## src/rtl/core/wsht_pkg.sv

```systemverilog
// ----------------------------------------------------------------------------
// Window stack hit test package
// Shared constants, codes and control types.
// ----------------------------------------------------------------------------
package wsht_pkg;

   localparam int DEF_MAX_WINDOWS = 16;
   localparam int DEF_COORD_BITS  = 12;
   localparam int NUMBER_BITS     = 5;

   localparam logic MODE_LOAD  = 1'b0;
   localparam logic MODE_CLICK = 1'b1;

   typedef enum logic [1:0] {
      ST_IDLE,
      ST_SELECT,
      ST_MOVE
   } state_type;

   typedef struct packed {
      logic load;
      logic compare;
      logic select;
      logic move;
   } ctrl_type;

endpackage

```

## src/rtl/core/wsht_cell.sv

```systemverilog
// ----------------------------------------------------------------------------
// Window stack hit test cell
// One stack slot: stores a window, tests a point, takes part in the shift.
// ----------------------------------------------------------------------------
module wsht_cell #(
   parameter int MAX_WINDOWS = wsht_pkg::DEF_MAX_WINDOWS,
   parameter int COORD_BITS  = wsht_pkg::DEF_COORD_BITS,
   parameter int INDEX       = 0,
   localparam int CNT_BITS   = $clog2(MAX_WINDOWS + 1),
   localparam int ENTRY_BITS = 4 * COORD_BITS + CNT_BITS
) (
   input  logic                  clock,
   input  logic                  reset,
   input  wsht_pkg::ctrl_type    ctrl,
   input  logic [CNT_BITS-1:0]   count,
   input  logic [COORD_BITS-1:0] pt_x,
   input  logic [COORD_BITS-1:0] pt_y,
   input  logic [ENTRY_BITS-1:0] load_entry,
   input  logic [ENTRY_BITS-1:0] up_entry,
   input  logic [ENTRY_BITS-1:0] chosen_entry,
   input  logic                  above_in,
   output logic                  above_out,
   output logic [ENTRY_BITS-1:0] entry,
   output logic [ENTRY_BITS-1:0] sel_entry
);

   localparam logic [CNT_BITS-1:0] MY_INDEX = CNT_BITS'(INDEX);
   localparam logic [CNT_BITS-1:0] MY_NEXT  = CNT_BITS'(INDEX + 1);

   logic [ENTRY_BITS-1:0] entry_ff, entry_in;
   logic                  match_ff, match_in;
   logic                  above_ff, above_in_r;
   logic [COORD_BITS-1:0] xl, yl, xh, yh;
   logic                  occupied;
   logic                  inside_pt;
   logic                  sel;

   assign xl = entry_ff[CNT_BITS + 3*COORD_BITS +: COORD_BITS];
   assign yl = entry_ff[CNT_BITS + 2*COORD_BITS +: COORD_BITS];
   assign xh = entry_ff[CNT_BITS + COORD_BITS +: COORD_BITS];
   assign yh = entry_ff[CNT_BITS +: COORD_BITS];

   assign occupied  = count > MY_INDEX;
   assign inside_pt = (pt_x >= xl) && (pt_x <= xh) && (pt_y >= yl) && (pt_y <= yh);
   assign sel       = match_ff & ~above_in;
   assign above_out = match_ff | above_in;
   assign sel_entry = sel ? entry_ff : '0;
   assign entry     = entry_ff;

   always_comb begin
      entry_in   = entry_ff;
      match_in   = match_ff;
      above_in_r = above_ff;
      if (ctrl.load && count == MY_INDEX) begin
         entry_in = load_entry;
      end
      if (ctrl.compare) begin
         match_in = occupied & inside_pt;
      end
      if (ctrl.select) begin
         above_in_r = above_in;
      end
      if (ctrl.move && !above_ff) begin
         if (MY_NEXT == count) begin
            entry_in = chosen_entry;
         end else if (MY_NEXT < count) begin
            entry_in = up_entry;
         end
      end
   end

   always_ff @(posedge clock) begin
      entry_ff <= entry_in;
      if (reset) begin
         match_ff <= 1'b0;
         above_ff <= 1'b0;
      end else begin
         match_ff <= match_in;
         above_ff <= above_in_r;
      end
   end

endmodule

```

## config.mk

```make
export PLATFORM = sky130hd
export DESIGN_NAME = wsht_cell
export DESIGN_NICKNAME = d
export VERILOG_FILES = /design/src/rtl/core/wsht_pkg.sv /design/src/rtl/core/wsht_cell.sv
export SDC_FILE = /design/constraint.sdc
export NUM_CORES = 1
export LEC_CHECK = 0
export ABC_AREA = 1
export BUFFER_PORTS_ARGS = -buffer_cell sky130_fd_sc_hd__buf_2
export CORE_AREA = 2 2 116 118
export DETAILED_ROUTE_END_ITERATION = 10
export DIE_AREA = 0 0 118 120
export PLACE_DENSITY = 0.65
export SLEW_MARGIN = 25
export SYNTH_ARGS = -nofsm -noshare
export SYNTH_HDL_FRONTEND = slang
export SYNTH_SLANG_ARGS = --single-unit
```

## constraint.sdc

```tcl
create_clock -name clock -period 2.16 [get_ports clock]
set_input_delay 0.324 -clock clock [delete_from_list [all_inputs] [get_ports clock]]
set_output_delay 0.324 -clock clock [all_outputs]
set_load 0.02 [all_outputs]
```

==> results of run 1 <==
power by group:
part           switching (mW)  total (mW)  internal [mW]  leakage, nW
Clock                   0.408       0.839          0.431       0.0669
Sequential             0.0856        1.25           1.17        0.462
Combinational           0.859        1.42          0.557         3.22
final cells by class:
cell class | instances | share of cell area (%)
Inverter | 134 | 8.04
Clock buffer | 6 | 2.06
Clock inverter | 2 | 0.200
Tap cell | 176 | 3.52
Sequential cell | 55 | 17.6
Timing Repair Buffer | 311 | 25.7
Multi-Input combinational cell | 489 | 42.9
sequential cells by signal (all words and copies together) (netlist names):
register,cells
entry,53
above_ff,1
match_ff,1
cell usage in the layout, fill, tap and decap left out, drive strengths merged:
| cell type | n |
|---|---|
| dfxtp | 55 |
| nand2 | 226 |
| clkbuf | 6 |
| nor3b | 1 |
| nor2 | 74 |
| or2 | 1 |
| nand4 | 4 |
| clkinv | 1 |
| a211oi | 1 |
| ha | 48 |
| a21o | 3 |
| nand3 | 5 |
| o21ai | 55 |
| inv | 134 |
| and2 | 3 |
| clkinvlp | 1 |
| o21bai | 1 |
| a21oi | 14 |
| buf | 311 |
| o311ai | 53 |
logic make-up after synthesis:
logic type | after synthesis
AND/OR/NAND/NOR | 314
AO/OA/AOI/OAI | 127
adder cells (fa/ha/maj) | 48
buffers and inverters | 171
flip-flops | 55
worst min path at each step:
stage / endpoint / start / cells after the start / slack (ps)
6_report: match_ff / reset / 2 / 200
4_1_cts: match_ff / reset / 2 / 190
3_3_place_gp: match_ff / match_ff / 2 / 480
2_1_floorplan: match_ff / reset / 1 / 390
5_1_grt: match_ff / reset / 2 / 200
3_5_place_dp: match_ff / match_ff / 2 / 480
per-stage QoR:
step | instance area [sq um] | hold slack, ps | instances
after floorplan | 4500 | 393 | 715
after global placement | 6120 | 477 | 1165
after detailed placement | 6120 | 480 | 1165
after CTS | 6260 | 189 | 1173
after global routing | 6260 | 198 | 1173
final | 6260 | 197 | 1173
worst max-delay path: stages, from the launching register on:
cell and delay (ps):
dfxtp_1 340, nand2_2 70, buf_4 400, nor2_1 100, buf_2 180
layer usage:
| metal | up-vias | routed length [microns] | GRT usage, % |
|---|---|---|---|
| met4 | 0 | 151 | 4.14 |
| li1 | 2845 | - | - |
| met2 | 217 | 8200 | 42.9 |
| met5 | - | 0 | 0 |
| met3 | 13 | 1200 | 5.37 |
| met1 | 2425 | 7070 | 26.8 |
==> metrics, run 1 <==
Synth Area in Compound Gates 18.8%; area grow syn2layout 39.0%; number of buffers created by CTS 5; antenna cells 0; Reg area 1100 sq um; PD cells 560 nW/um^2; Leak 3.75 nW; Initial Utilization 34.7%; Root Buffer Master clkbuf_16; Syn. warnings 0; unrepaired setup endpoints after global routing false; Crit Reg-Reg Endpoint match_ff; layout cell share with drive strength beyond 1 32.7%; post-layout min period 1720 ps; Post-CTS Setup Repair Bufs 0; Die Wd 118 microns; WL final 16.6 mm; Simple-Gate Fraction of Synth Area 27.4%; detailed placer's ending HPWL 13.1 mm; placeable core area around 13000 sq um; vias in the first global route 5249; Sink Count between 50 and 60; CTS Hold Bufs 0; Final period util 79.7%; total power 3.51 mW; die footprint 14200 sq um; PortBufs ~300; initial DRC count approximately 350; all-layer global routing usage 22.9%; Setup crit start kind flip-flop; Pre-Repair DR Iteration Count 7; crit path DAT 1400 ps; most frequent cells after synthesis nand2_1, inv_1, nor2_1; Worst VDD drop 0.000270 V; CTS H-Tree Depth 2; sequential fraction of the synthesis area approximately a quarter; status completed; Relative slew margins 68.9%; mux contribution to synthesized area 0%; Worst Setup SP match_ff; CP Class reg -> out; Final ANT Viol Nets 0; area of the multi-input gates ~2700 sq um; residual DRC count 0; Synth Area in Adders 13.3%; Tightest Pin Transition 467 ps; final hold violations 0; dpl ws 440 ps; Final Util 48.2%; initial antenna violation count 0; TritonCTS clock tree done; wire per inst 14.2 microns; largest net degree at the start of global routing 61; #FFs+latches synth 55; drt via density 4.69; Worst setup endpoint sel_entry[18]; Ports 302; routed vias 5500; Bufs on Longest Clock Path 2; Cell Area, Synth approximately 4500 sq um; Area contributors post-synth dfxtp_1, nand2_1, ha_1, inv_1, o311ai_1; kind of end point of the critical path output port; first-pass GRT wire length 26.1 mm; Critical Path RT 1840 ps; CTS clk-pin slew, worst paths 80 ps; main combinational cell family by area after synthesis simple AND/OR/NAND/NOR gates; max-cap viol count 0; xor/xnor share of the synthesized area 0%; syn nets 958; EDFF count, synth 0; Max Freq 0.581 GHz; ys flop type dfxtp_1; count leader, synth nand2_1; clock latency at the later pin of the worst-skew pair 300 ps; R2R setup slack 570 ps; # nets final 1239; fin. max-slew vios 0; dominant cell type by area after synthesis dfxtp_1; synthesized instance count between 700 and 800; Die Y about 120 microns; mean area per synthesized cell 6.30 sq um; async set-reset flop share out of synthesis 0%; fill count about 1400; grt total ovfl 0; routability cong. 0.821; worst-case reg-to-reg path depth 10; skew final 3.76 ps; Synth top area share 24.4%; synth unique cells 25; Min-Delay Path Class in -> reg; RR Startpoint entry[52]; total negative slack 0 ps; Final Setup Violations 0; final setup margin 439 ps; Rows 42; crit-path max FO 36; post-cts resize count 0
(Power assumes the default switching activity.)
==> inputs of run 2 (changes only) <==
--- a/config.mk
+++ b/config.mk
@@ -7,10 +7,10 @@
 export LEC_CHECK = 0
 export ABC_AREA = 1
 export BUFFER_PORTS_ARGS = -buffer_cell sky130_fd_sc_hd__buf_2
-export CORE_AREA = 2 2 116 118
+export CORE_AREA = 2 2 119 121
 export DETAILED_ROUTE_END_ITERATION = 10
-export DIE_AREA = 0 0 118 120
-export PLACE_DENSITY = 0.65
+export DIE_AREA = 0 0 121 123
+export PLACE_DENSITY = 0.62
 export SLEW_MARGIN = 25
 export SYNTH_ARGS = -nofsm -noshare
 export SYNTH_HDL_FRONTEND = slang
==> constraint.sdc (replaced) <==
create_clock -name clock -period 1.7 [get_ports clock]
set_input_delay 0.255 -clock clock [delete_from_list [all_inputs] [get_ports clock]]
set_output_delay 0.255 -clock clock [all_outputs]
set_load 0.02 [all_outputs]
==> metrics, run 2 (synthesis results as in run 1) <==
PortBufs 301 (unchanged); Hold Worst Slack 125 ps (-72.3 ps); layout cell share with drive strength beyond 1 36.2% (+3.5 points); vias in the first global route 5087 (-3.1%); CTS clk-pin slew, worst paths 70 ps (about the same); kind of end point of the critical path output port; number of buffers created by CTS 5 (unchanged); post-layout min period 1590 ps; Min-Delay Path Class in -> reg; Die Y 123 microns (+2.5%); first-pass GRT wire length 25.8 mm (-0.88%); Worst VDD drop 0.000352 V (+30%); CTS Hold Bufs 0 (unchanged); largest net degree at the start of global routing 54 (-11%); most common cell after layout, fill and taps aside buf_2; Pre-Repair DR Iteration Count 5 (-2); grt total ovfl 0 (unchanged); Setup crit start kind flip-flop; PD cells 700 nW/um^2 (+25%); total power 4.55 mW (+30%); all-layer global routing usage 22.2% (-0.72 points); placed inst area 6260 sq um (+2.2%); crit path cell chain nand2_2 -> buf_4 -> nor2_1 -> buf_2; antenna cells 0 (unchanged); most frequent cells in the layout buf_2, nand2_1, inv_1; Tightest Pin Transition 399 ps (-67.4 ps); drt via density 4.70 (+0.17%); routability cong. 0.837 (+2.0%); area grow syn2layout 44.2%; placeable core area 13600 sq um (+4.9%); final std cells w/o fill 1188 (+1.3%); total negative slack 0 ps (unchanged); wire per inst 14.4 microns (+1.9%); # nets final 1250 (+0.89%); dpl ws 102 ps (-339 ps); Post-CTS Setup Repair Bufs 0 (unchanged); fin. max-slew vios 0 (unchanged); Sink Count 55 (unchanged); Ports 302 (unchanged); Post-Place Cells 1180 (+1.3%); Max Freq roughly 0.63 GHz; crit-path max FO 28 (-22%); Relative slew margins 73.3% (+4.5 points); Final Util 47.7% (-0.49 points); initial antenna violation count 0 (unchanged); skew final 6.20 ps (+2.45 ps); clock latency at the later pin of the worst-skew pair 300 ps (about the same); post-cts resize count 0 (unchanged); final setup margin 113 ps (-326 ps); crit path DAT 1330 ps (-70 ps); Die Wd 121 microns (+2.5%); Slowest-stage cell, CP dfxtp_1; WL final 17.2 mm (+3.2%); CP Class reg -> out; final hold violations 0 (unchanged); Leak 3.83 nW (+1.9%); Rows 43 (+2.4%); Final ANT Viol Nets 0 (unchanged); initial DRC count 235 (-33%); Critical Path RT 1440 ps (-400 ps); Initial Utilization 33.1% (-1.6 points); Final period util 93.3%; max reg flops 53 (unchanged); die footprint 14900 sq um (+5.1%); detailed placer's ending HPWL 13.6 mm (+3.9%); status completed; CTS H-Tree Depth 2 (unchanged); residual DRC count 0 (unchanged); crit-path max cell delay 360 ps (-40 ps); routed vias 5580 (+1.5%); Bufs on Longest Clock Path 2 (unchanged); Root Buffer Master clkbuf_16; max-cap viol count 0 (unchanged); final instance area 6500 sq um (+3.8%); Final Setup Violations 0 (unchanged); TritonCTS clock tree done
## run 2: layout make-up
class	instances	area, sq um
flip-flops and latches	55	1110
repair buffers	322	1740
clock buffers	6	129
inverters	134	503
clock inverters	2	12.5
multi-input cells	489	2780
fillers	1477	7110
well taps	180	225
## run 2: power breakdown
group          total [mW]  leakage [nW]  internal (mW)  switching [mW]
combinational        1.90          3.30          0.760            1.14
sequential           1.60         0.463           1.49           0.108
clock                1.05        0.0669          0.547           0.508
## run 2: path summary, 6_finish.rpt
| kind | depth (start not counted) | slack [ps] | start | endpoint |
|---|---|---|---|---|
| worst max-delay path | 4 | 110 | match_ff | sel_entry[41] |
| worst min-delay path | 2 | 130 | reset | match_ff |
| worst max register to register | 9 | 150 | entry[28] | match_ff |
| worst min register to register | 2 | 490 | match_ff | match_ff |
## run 2: worst max-delay path: cells and delay by family (launching register included)
kind | cells | cell delay (ps)
buf+inv | 2 | 430
simple gates | 2 | 230
flops | 1 | 360
## run 2: per-layer routing
metal / global-route usage, % / wire (microns)
met3: 5.58 / 1480
met2: 41.5 / 8400
met1: 25.7 / 7060
met5: 0 / 0
met4: 4.22 / 204
